**config.mk**
```make
export PLATFORM = sky130hd
export DESIGN_NAME = led_fade_envelope
export DESIGN_NICKNAME = d
export VERILOG_FILES = /design/src/sv/lfe_pkg.sv /design/src/sv/led_fade_envelope.sv /design/src/sv/lfe_front.sv /design/src/sv/lfe_div_cell.sv /design/src/sv/lfe_scale.sv
export SDC_FILE = /design/constraint.sdc
export NUM_CORES = 2
export LEC_CHECK = 0
export BUFFER_PORTS_ARGS = -buffer_cell sky130_fd_sc_hd__buf_2
export CAP_MARGIN = 20
export CORE_MARGIN = 4
export CORE_UTILIZATION = 38
export DETAILED_ROUTE_END_ITERATION = 12
export GPL_TIMING_DRIVEN = 0
export HOLD_SLACK_MARGIN = 0.06
export SLEW_MARGIN = 25
export SYNTH_ARGS = -nofsm -noshare
export SYNTH_HDL_FRONTEND = slang
export SYNTH_SLANG_ARGS = --single-unit
```
**constraint.sdc**
```tcl
create_clock -name clk -period 10.6 [get_ports clk]
set_input_delay 1.06 -clock clk [delete_from_list [all_inputs] [get_ports clk]]
set_output_delay 1.06 -clock clk [all_outputs]
set_load 0.01 [all_outputs]
```
**src/sv/lfe_pkg.sv**
```systemverilog
// shared types, widths and constants of the led fade envelope
package lfe_pkg;

    localparam int TIME_W    = 32;
    localparam int MS_W      = 16;
    localparam int LVL_W     = 16;
    localparam int HUE_W     = 16;
    localparam int LED_W     = 8;
    localparam int FRAC_W    = 16;
    localparam int CFG_IDX_W = 3;
    localparam int CFG_W     = 16;
    localparam int DIV_STEPS = FRAC_W;

    // unity fraction in unsigned q0.16, held on 17 bits
    localparam logic [FRAC_W:0] FRAC_ONE = 17'h1_0000;

    // register indexes of the configuration port
    localparam logic [CFG_IDX_W-1:0] CFG_OFFSET = 3'd0;
    localparam logic [CFG_IDX_W-1:0] CFG_RISE   = 3'd1;
    localparam logic [CFG_IDX_W-1:0] CFG_HOLD   = 3'd2;
    localparam logic [CFG_IDX_W-1:0] CFG_FALL   = 3'd3;
    localparam logic [CFG_IDX_W-1:0] CFG_PEAK   = 3'd4;
    localparam logic [CFG_IDX_W-1:0] CFG_HUE    = 3'd5;
    localparam logic [CFG_IDX_W-1:0] CFG_LED    = 3'd6;

    // reset values of the configuration registers
    localparam logic [MS_W-1:0]  OFFSET_RST = 16'd0;
    localparam logic [MS_W-1:0]  RISE_RST   = 16'd400;
    localparam logic [MS_W-1:0]  HOLD_RST   = 16'd400;
    localparam logic [MS_W-1:0]  FALL_RST   = 16'd400;
    localparam logic [LVL_W-1:0] PEAK_RST   = 16'h8000;
    localparam logic [HUE_W-1:0] HUE_RST    = 16'd0;
    localparam logic [LED_W-1:0] LED_RST    = 8'd0;

    typedef enum logic [1:0] {
        PH_RISE,
        PH_HOLD,
        PH_FALL,
        PH_DONE
    } phase_t;

    // timing registers seen by the front end
    typedef struct packed {
        logic [MS_W-1:0] offset;
        logic [MS_W-1:0] rise;
        logic [MS_W-1:0] hold;
        logic [MS_W-1:0] fall;
    } env_cfg_t;

    // item travelling down the divider chain
    typedef struct packed {
        phase_t            phase;
        logic              fin;
        logic [MS_W-1:0]   den;
        logic [MS_W-1:0]   rem;
        logic [FRAC_W-1:0] quo;
    } div_item_t;

endpackage

```
**src/sv/led_fade_envelope.sv**
```systemverilog
// top level: quadratic rise, hold and fall brightness envelope for one led
// pipeline: 2 front stages, 16 divider cells at one quotient bit each, square stage,
//   output register
// throughput: one item per cycle while out_stall is low; every stage forwards as soon as its successor frees
// items before the offset are taken and give no result
// reset: asynchronous active low; clears all valid bits and the finished flag,
//   configuration returns to offset 0, 400 ms phases, peak 0x8000, hue 0, led 0
module led_fade_envelope
    import lfe_pkg::*;
(
    input  logic                 clk,
    input  logic                 rst_n,
    input  logic                 cfg_we,
    input  logic [CFG_IDX_W-1:0] cfg_index,
    input  logic [CFG_W-1:0]     cfg_data,
    input  logic                 in_valid,
    output logic                 in_stall,
    input  logic [TIME_W-1:0]    elapsed_ms,
    output logic                 out_valid,
    input  logic                 out_stall,
    output logic [LED_W-1:0]     out_led,
    output logic [HUE_W-1:0]     out_hue,
    output logic [LVL_W-1:0]     out_level,
    output logic                 finished
);

    env_cfg_t         cfg_reg, cfg_next;
    logic [LVL_W-1:0] peak_reg, peak_next;
    logic [HUE_W-1:0] hue_reg, hue_next;
    logic [LED_W-1:0] led_reg, led_next;

    logic      front_ready;
    logic      chain_valid [DIV_STEPS+1];
    logic      chain_ready [DIV_STEPS+1];
    div_item_t chain_item  [DIV_STEPS+1];

    // configuration register writes
    always_comb
    begin
        cfg_next  = cfg_reg;
        peak_next = peak_reg;
        hue_next  = hue_reg;
        led_next  = led_reg;
        if (cfg_we)
        begin
            case (cfg_index)
                CFG_OFFSET: cfg_next.offset = cfg_data;
                CFG_RISE:   cfg_next.rise   = cfg_data;
                CFG_HOLD:   cfg_next.hold   = cfg_data;
                CFG_FALL:   cfg_next.fall   = cfg_data;
                CFG_PEAK:   peak_next       = cfg_data;
                CFG_HUE:    hue_next        = cfg_data;
                CFG_LED:    led_next        = cfg_data[LED_W-1:0];
                default:    cfg_next        = cfg_reg;
            endcase
        end
    end

    always_ff @(posedge clk or negedge rst_n)
    begin
        if (!rst_n)
        begin
            cfg_reg.offset <= OFFSET_RST;
            cfg_reg.rise   <= RISE_RST;
            cfg_reg.hold   <= HOLD_RST;
            cfg_reg.fall   <= FALL_RST;
            peak_reg       <= PEAK_RST;
            hue_reg        <= HUE_RST;
            led_reg        <= LED_RST;
        end
        else
        begin
            cfg_reg  <= cfg_next;
            peak_reg <= peak_next;
            hue_reg  <= hue_next;
            led_reg  <= led_next;
        end
    end

    // offset and phase front end
    lfe_front u_front (
        .clk      (clk),
        .rst_n    (rst_n),
        .cfg      (cfg_reg),
        .up_valid (in_valid),
        .up_ready (front_ready),
        .elapsed  (elapsed_ms),
        .dn_valid (chain_valid[0]),
        .dn_ready (chain_ready[0]),
        .dn_item  (chain_item[0])
    );

    assign in_stall = !front_ready;

    // divider chain, one quotient bit per cell
    for (genvar i = 0; i < DIV_STEPS; i++)
    begin : g_div
        lfe_div_cell u_cell (
            .clk      (clk),
            .rst_n    (rst_n),
            .up_valid (chain_valid[i]),
            .up_ready (chain_ready[i]),
            .up_item  (chain_item[i]),
            .dn_valid (chain_valid[i+1]),
            .dn_ready (chain_ready[i+1]),
            .dn_item  (chain_item[i+1])
        );
    end

    // squaring, scaling and output register
    lfe_scale u_scale (
        .clk       (clk),
        .rst_n     (rst_n),
        .peak      (peak_reg),
        .up_valid  (chain_valid[DIV_STEPS]),
        .up_ready  (chain_ready[DIV_STEPS]),
        .up_item   (chain_item[DIV_STEPS]),
        .out_valid (out_valid),
        .out_stall (out_stall),
        .level     (out_level),
        .fin       (finished)
    );

    // the user must keep led and hue static while items are in flight; the block itself does not enforce it
    assign out_led = led_reg;
    assign out_hue = hue_reg;

endmodule

```
**src/sv/lfe_front.sv**
```systemverilog
// front end: offset subtract, phase decision and sticky finished flag
module lfe_front
    import lfe_pkg::*;
(
    input  logic              clk,
    input  logic              rst_n,
    input  env_cfg_t          cfg,
    input  logic              up_valid,
    output logic              up_ready,
    input  logic [TIME_W-1:0] elapsed,
    output logic              dn_valid,
    input  logic              dn_ready,
    output div_item_t         dn_item
);

    logic              a_valid_reg, a_valid_next;
    logic [TIME_W-1:0] a_t_reg, a_t_next;
    logic              b_valid_reg, b_valid_next;
    div_item_t         b_item_reg, b_item_next;
    logic              done_reg, done_next;

    logic              a_ready, b_ready;
    logic [TIME_W:0]   off_diff;
    logic [TIME_W:0]   rise_diff;
    logic [TIME_W:0]   fall_diff;
    logic [MS_W:0]     rh_sum;
    phase_t            phase;
    logic [MS_W-1:0]   num;
    logic [MS_W-1:0]   den;

    assign b_ready  = !b_valid_reg || dn_ready;
    assign a_ready  = !a_valid_reg || b_ready;
    assign up_ready = a_ready;

    // stage a: time since offset, items before the offset are dropped
    always_comb
    begin
        off_diff     = {1'b0, elapsed} - {{(TIME_W-MS_W+1){1'b0}}, cfg.offset};
        a_valid_next = a_valid_reg;
        a_t_next     = a_t_reg;
        if (a_ready)
        begin
            a_valid_next = up_valid && !off_diff[TIME_W];
            a_t_next     = off_diff[TIME_W-1:0];
        end
    end

    // stage b: phase decision and divider operands
    always_comb
    begin
        rh_sum    = {1'b0, cfg.rise} + {1'b0, cfg.hold};
        rise_diff = {1'b0, a_t_reg} - {{(TIME_W-MS_W+1){1'b0}}, cfg.rise};
        fall_diff = {1'b0, a_t_reg} - {{(TIME_W-MS_W){1'b0}}, rh_sum};
        num       = '0;
        den       = cfg.rise;
        if (rise_diff[TIME_W])
        begin
            phase = PH_RISE;
            num   = a_t_reg[MS_W-1:0];
        end
        else if (fall_diff[TIME_W])
        begin
            phase = PH_HOLD;
        end
        else if (fall_diff[TIME_W-1:MS_W] == '0 && fall_diff[MS_W-1:0] < cfg.fall)
        begin
            phase = PH_FALL;
            num   = fall_diff[MS_W-1:0];
            den   = cfg.fall;
        end
        else
        begin
            phase = PH_DONE;
        end

        b_valid_next = b_valid_reg;
        b_item_next  = b_item_reg;
        done_next    = done_reg;
        if (b_ready)
        begin
            b_valid_next      = a_valid_reg;
            b_item_next.phase = phase;
            b_item_next.fin   = done_reg || (phase == PH_DONE);
            b_item_next.den   = den;
            b_item_next.rem   = num;
            b_item_next.quo   = '0;
            done_next         = done_reg || (a_valid_reg && phase == PH_DONE);
        end
    end

    // control registers
    always_ff @(posedge clk or negedge rst_n)
    begin
        if (!rst_n)
        begin
            a_valid_reg <= 1'b0;
            b_valid_reg <= 1'b0;
            done_reg    <= 1'b0;
        end
        else
        begin
            a_valid_reg <= a_valid_next;
            b_valid_reg <= b_valid_next;
            done_reg    <= done_next;
        end
    end

    // payload registers
    always_ff @(posedge clk)
    begin
        a_t_reg    <= a_t_next;
        b_item_reg <= b_item_next;
    end

    assign dn_valid = b_valid_reg;
    assign dn_item  = b_item_reg;

endmodule

```
**src/sv/lfe_div_cell.sv**
```systemverilog
// one restoring division cell: produces one quotient bit per item
module lfe_div_cell
    import lfe_pkg::*;
(
    input  logic      clk,
    input  logic      rst_n,
    input  logic      up_valid,
    output logic      up_ready,
    input  div_item_t up_item,
    output logic      dn_valid,
    input  logic      dn_ready,
    output div_item_t dn_item
);

    logic          valid_reg, valid_next;
    div_item_t     item_reg, item_next;
    logic [MS_W:0] rem_dbl;
    logic [MS_W:0] rem_sub;

    assign up_ready = !valid_reg || dn_ready;

    // shift remainder left, subtract divisor when it fits
    always_comb
    begin
        rem_dbl    = {up_item.rem, 1'b0};
        rem_sub    = rem_dbl - {1'b0, up_item.den};
        valid_next = valid_reg;
        item_next  = item_reg;
        if (up_ready)
        begin
            valid_next = up_valid;
            item_next  = up_item;
            if (rem_dbl >= {1'b0, up_item.den})
            begin
                item_next.rem = rem_sub[MS_W-1:0];
                item_next.quo = {up_item.quo[FRAC_W-2:0], 1'b1};
            end
            else
            begin
                item_next.rem = rem_dbl[MS_W-1:0];
                item_next.quo = {up_item.quo[FRAC_W-2:0], 1'b0};
            end
        end
    end

    always_ff @(posedge clk or negedge rst_n)
    begin
        if (!rst_n)
            valid_reg <= 1'b0;
        else
            valid_reg <= valid_next;
    end

    always_ff @(posedge clk)
    begin
        item_reg <= item_next;
    end

    assign dn_valid = valid_reg;
    assign dn_item  = item_reg;

endmodule

```
**src/sv/lfe_scale.sv**
```systemverilog
// back end: fraction select, squaring and peak scaling into the output register
module lfe_scale
    import lfe_pkg::*;
(
    input  logic             clk,
    input  logic             rst_n,
    input  logic [LVL_W-1:0] peak,
    input  logic             up_valid,
    output logic             up_ready,
    input  div_item_t        up_item,
    output logic             out_valid,
    input  logic             out_stall,
    output logic [LVL_W-1:0] level,
    output logic             fin
);

    logic                s_valid_reg, s_valid_next;
    logic [FRAC_W:0]     s_sq_reg, s_sq_next;
    logic                s_fin_reg, s_fin_next;
    logic                o_valid_reg, o_valid_next;
    logic [LVL_W-1:0]    o_level_reg, o_level_next;
    logic                o_fin_reg, o_fin_next;

    logic                o_ready, s_ready;
    logic [FRAC_W:0]     frac;
    logic [2*FRAC_W+1:0] sq_prod;
    logic [LVL_W+FRAC_W:0] lvl_prod;

    assign o_ready  = !o_valid_reg || !out_stall;
    assign s_ready  = !s_valid_reg || o_ready;
    assign up_ready = s_ready;

    // fraction per phase, then its square in q0.16
    always_comb
    begin
        case (up_item.phase)
            PH_RISE: frac = {1'b0, up_item.quo};
            PH_HOLD: frac = FRAC_ONE;
            PH_FALL: frac = FRAC_ONE - {1'b0, up_item.quo};
            default: frac = '0;
        endcase
        sq_prod      = frac * frac;
        s_valid_next = s_valid_reg;
        s_sq_next    = s_sq_reg;
        s_fin_next   = s_fin_reg;
        if (s_ready)
        begin
            s_valid_next = up_valid;
            s_sq_next    = sq_prod[2*FRAC_W:FRAC_W];
            s_fin_next   = up_item.fin;
        end
    end

    // peak times squared fraction
    always_comb
    begin
        lvl_prod     = peak * s_sq_reg;
        o_valid_next = o_valid_reg;
        o_level_next = o_level_reg;
        o_fin_next   = o_fin_reg;
        if (o_ready)
        begin
            o_valid_next = s_valid_reg;
            o_level_next = lvl_prod[LVL_W+FRAC_W-1:FRAC_W];
            o_fin_next   = s_fin_reg;
        end
    end

    always_ff @(posedge clk or negedge rst_n)
    begin
        if (!rst_n)
        begin
            s_valid_reg <= 1'b0;
            o_valid_reg <= 1'b0;
        end
        else
        begin
            s_valid_reg <= s_valid_next;
            o_valid_reg <= o_valid_next;
        end
    end

    always_ff @(posedge clk)
    begin
        s_sq_reg    <= s_sq_next;
        s_fin_reg   <= s_fin_next;
        o_level_reg <= o_level_next;
        o_fin_reg   <= o_fin_next;
    end

    assign out_valid = o_valid_reg;
    assign level     = o_level_reg;
    assign fin       = o_fin_reg;

endmodule

```
==> summary.md <==
| Metric | Value |
|---|---|
| Crit. End Element | `flop` |
| Die area | `170000 um2` |
| Cell Rows | `148` |
| Core Area | `163000 um2` |
| Vias | `41600` |
| Nets | `6986` |
| Hold Vio Cnt, Final | `0` |
| WS Path Type | `reg -> reg` |
| Internal power | `12900 uW` |
| Peak supply drop | `a little under 0.7 mV` |
| Longest Clk Path Bufs | `3` |
| Syn_area_per_cell | `10.8 um2` |
| Logic pwr share | `57.2%` |
| # DRC | `0` |
| Status | `finished clean` |
| Fraction of the yosys area taken by sequential cells | `42.0%` |
| I/O pins | `99` |
| Global-route wire length before repair | `225000 um` |
| Max Cap Viol | `0` |
| Final wirelength | `140000 um` |
| Clock Pin Slew Worst Setup and Hold Paths | `60 ps` |
| Vias in the first global route | `42500` |
| Largest net degree at the start of global routing | `87` |
| NetSw | `9530 uW` |
| Type of the worst min-delay path | `in -> async` |
| Yosys warning count | `0` |
| GP Congestion | `roughly 0.90` |
| Starting density of the core | `around two fifths` |
| First-pass iteration count of the detailed router | `6` |
| Slew HR | `33.7%` |
| Max stage delay cell, worst path | `a221oi_1` |
| Routed Antenna Nets | `0` |
| Fin Setup TNS | `0 ps` |
| Crit path largest cell delay | `610 ps` |
| Post-DP HPWL | `110000 um` |
| Mapped Cells | `5764` |
| Routed vias/inst | `5.05` |
| Synth unique cells | `84` |
| Worst-case reg-to-reg path depth | `31` |
| Clk_skew | `30.3 ps` |
| Die width | `about 410 um` |
| Flop2flop setup slack | `960 ps` |
| CTS Buf Count | `98` |
| CTS tree | `yes` |
| Initial antenna violation count | `7` |
| Syn-to-layout area delta | `11.3%` |
| Synthesized cell area | `62300 um2` |
| CP required | `11030 ps` |
| Max reg flops | `664` |
| Sw Share | `between 40% and 50%` |
| Clock latency on the worst-skew pair | `700 ps` |
| EDFF count, synth | `about 770` |
| Sequential Power Share | `27.0%` |
| Clk network pwr share | `15.8%` |
| PwrDens | `324 nW/um2` |
| Post-synthesis register bit count | `891` |
| Share of cells above drive strength 1 | `under 10%` |
| Peak Freq | `104 MHz` |
| Grt ovf | `0` |
| Startpoint Class | `flop` |
| Drt wl/cell | `16.9 um` |
| Pins over their slew limit | `0` |
| Input/output buffers | `96` |
| Die Ht | `413 um` |
| Most frequent cells in the layout | `inv_1, edfxtp_1, ha_1, nand2_1, fa_1` |
| R2R Path Start | `g_div[15].u_cell.dn_item[0]` |
| Leak | `0.0312 uW` |
| Minimum clock period | `9640 ps` |
| CP max FO | `10` |
| Total track usage | `16.5%` |
| Hold Slack | `240 ps` |
| Final setup viols | `0` |
| Worst-margin pin slew | `985 ps` |
| Initial drt markers | `2610` |
| Worst Path Arrival | `around 10000 ps` |
| Htree depth | `3` |
| Synth async-reset ratio | `14.0%` |
| Commonest non-fill, non-tap cell in the layout | `inv_1` |
| Main synth FF type | `edfxtp_1` |
| Crit share post-route | `91.0%` |
| RSZ-0062 raised after global routing | `no` |
| Root Buffer | `clkbuf_16` |
| Clock sink count | `891` |
| FF-to-FF End | `u_scale.s_sq_reg[12]` |
==> synthesized netlist by cell type, types with 13 or more instances <==
cell | number | area [um2]
a211oi_1 | 17 | 128
a21boi_0 | 27 | 203
a21o_1 | 68 | 510
a21oi_1 | 299 | 1500
a31o_1 | 19 | 166
a31oi_1 | 38 | 238
and2_1 | 121 | 757
and3_1 | 22 | 138
clkbuf_1 | 133 | 499
dfrtp_1 | 115 | 2880
edfxtp_1 | 766 | 23000
fa_1 | 427 | 8550
ha_1 | 520 | 6510
inv_1 | 947 | 3550
mux2_1 | 18 | 203
mux2_2 | 120 | 1350
mux2i_1 | 32 | 320
nand2_1 | 445 | 1670
nand2b_1 | 58 | 363
nand3_1 | 100 | 500
nand4_1 | 66 | 413
nor2_1 | 367 | 1380
nor2b_1 | 56 | 350
nor3_1 | 122 | 611
nor4_1 | 28 | 175
o2111ai_1 | 28 | 245
o211ai_1 | 13 | 97.6
o21a_1 | 43 | 323
o21ai_0 | 183 | 916
o21ai_1 | 18 | 90.1
o21bai_1 | 18 | 135
o22ai_1 | 13 | 81.3
or2_2 | 17 | 106
or3_1 | 46 | 288
xnor2_1 | 168 | 1470
xor2_1 | 107 | 937
==> metal layers <==
metal	global-route usage [%]	vias up	wire (um)
li1	-	20000	-
met1	21.5	20400	60600
met2	28.1	950	67800
met3	2.64	278	6670
met4	5.32	2	4620
met5	0	-	13
==> power groups by stage <==
stage | registers, uW | logic [uW] | clock network, uW
2_1_floorplan | 5870 | 9510 | 0
3_3_place_gp | 6140 | 12600 | 0
3_5_place_dp | 6150 | 12800 | 0
4_1_cts | 6080 | 13000 | 3650
5_1_grt | 6170 | 14500 | 3810
6_report | 6050 | 12800 | 3550
==> stage by stage <==
| stage | power [uW] | utilization [%] | cells | instance area, um2 | worst slack [ps] |
|---|---|---|---|---|---|
| detailed placement | 19000 | 40.5 | 8058 | 65900 | 751 |
| floorplan | 15400 | - | 5774 | 62300 | 2590 |
| CTS | 22700 | 42.6 | 8241 | 69300 | 727 |
| global route | 24500 | 42.6 | 8242 | 69300 | 247 |
| global placement | 18700 | 40.3 | 8045 | 65500 | 826 |
| finish | 22400 | 42.6 | 8246 | 69300 | 955 |
==> worst max path at each step <==
stage / start / endpoint / slack, ps / depth (start not counted)
after global routing: g_div[15].u_cell.dn_item[0] / u_scale.s_sq_reg[12] / 250 / 31
after floorplan: g_div[15].u_cell.dn_item[4] / u_scale.s_sq_reg[12] / 2590 / 29
after CTS: g_div[15].u_cell.dn_item[0] / u_scale.s_sq_reg[12] / 730 / 32
after detailed placement: g_div[15].u_cell.dn_item[0] / u_scale.s_sq_reg[12] / 750 / 32
final: g_div[15].u_cell.dn_item[0] / u_scale.s_sq_reg[12] / 960 / 31
after global placement: g_div[15].u_cell.dn_item[0] / u_scale.s_sq_reg[16] / 830 / 31
==> worst max-delay path, delay by kind of cell, from the launching register on <==
family                     cells  cell delay, ps
AOI/OAI and AO/OA              7            2240
adders and majority gates      8            3350
buffers and inverters          9            1680
xor gates and xnor gates       2             310
DFF                            1             430
and+or+nand+nor                5            1370
==> final cells by class <==
class	instances	area (um2)
buffer	145	566
clock inverter	55	666
clock buffer	128	2740
timing repair buffer	109	758
antenna	5	12.5
tap	2175	2720
fill	15400	93500
sequential	891	26100
inverter	964	3620
multi-input combinational	3774	32100
==> kinds of logic (layout without fill, tap and decap cells) <==
kind of cell | count (synthesis) | count (layout) | synth area share [%]
muxes | 170 | 170 | 3.01
adders and majority gates | 947 | 947 | 24.2
xor gates and xnor gates | 275 | 275 | 3.87
and+or+nand+nor | 1496 | 1496 | 11.5
AOI/OAI and AO/OA | 874 | 874 | 8.74
buffers and inverters | 1109 | 1401 | 6.72
DFF | 891 | 891 | 42.0
other | 2 | 17 | 0.0121
==> timing repair <==
action | CTS | global route
hold buffers | 0 | 0
endpoints found under the hold margin | 0 | 0
buffers inserted | 0 | 0
gates resized for setup | 0 | 1
endpoints found under the setup margin | 0 | 1
Note: power is estimated with default switching activity, not from simulation.
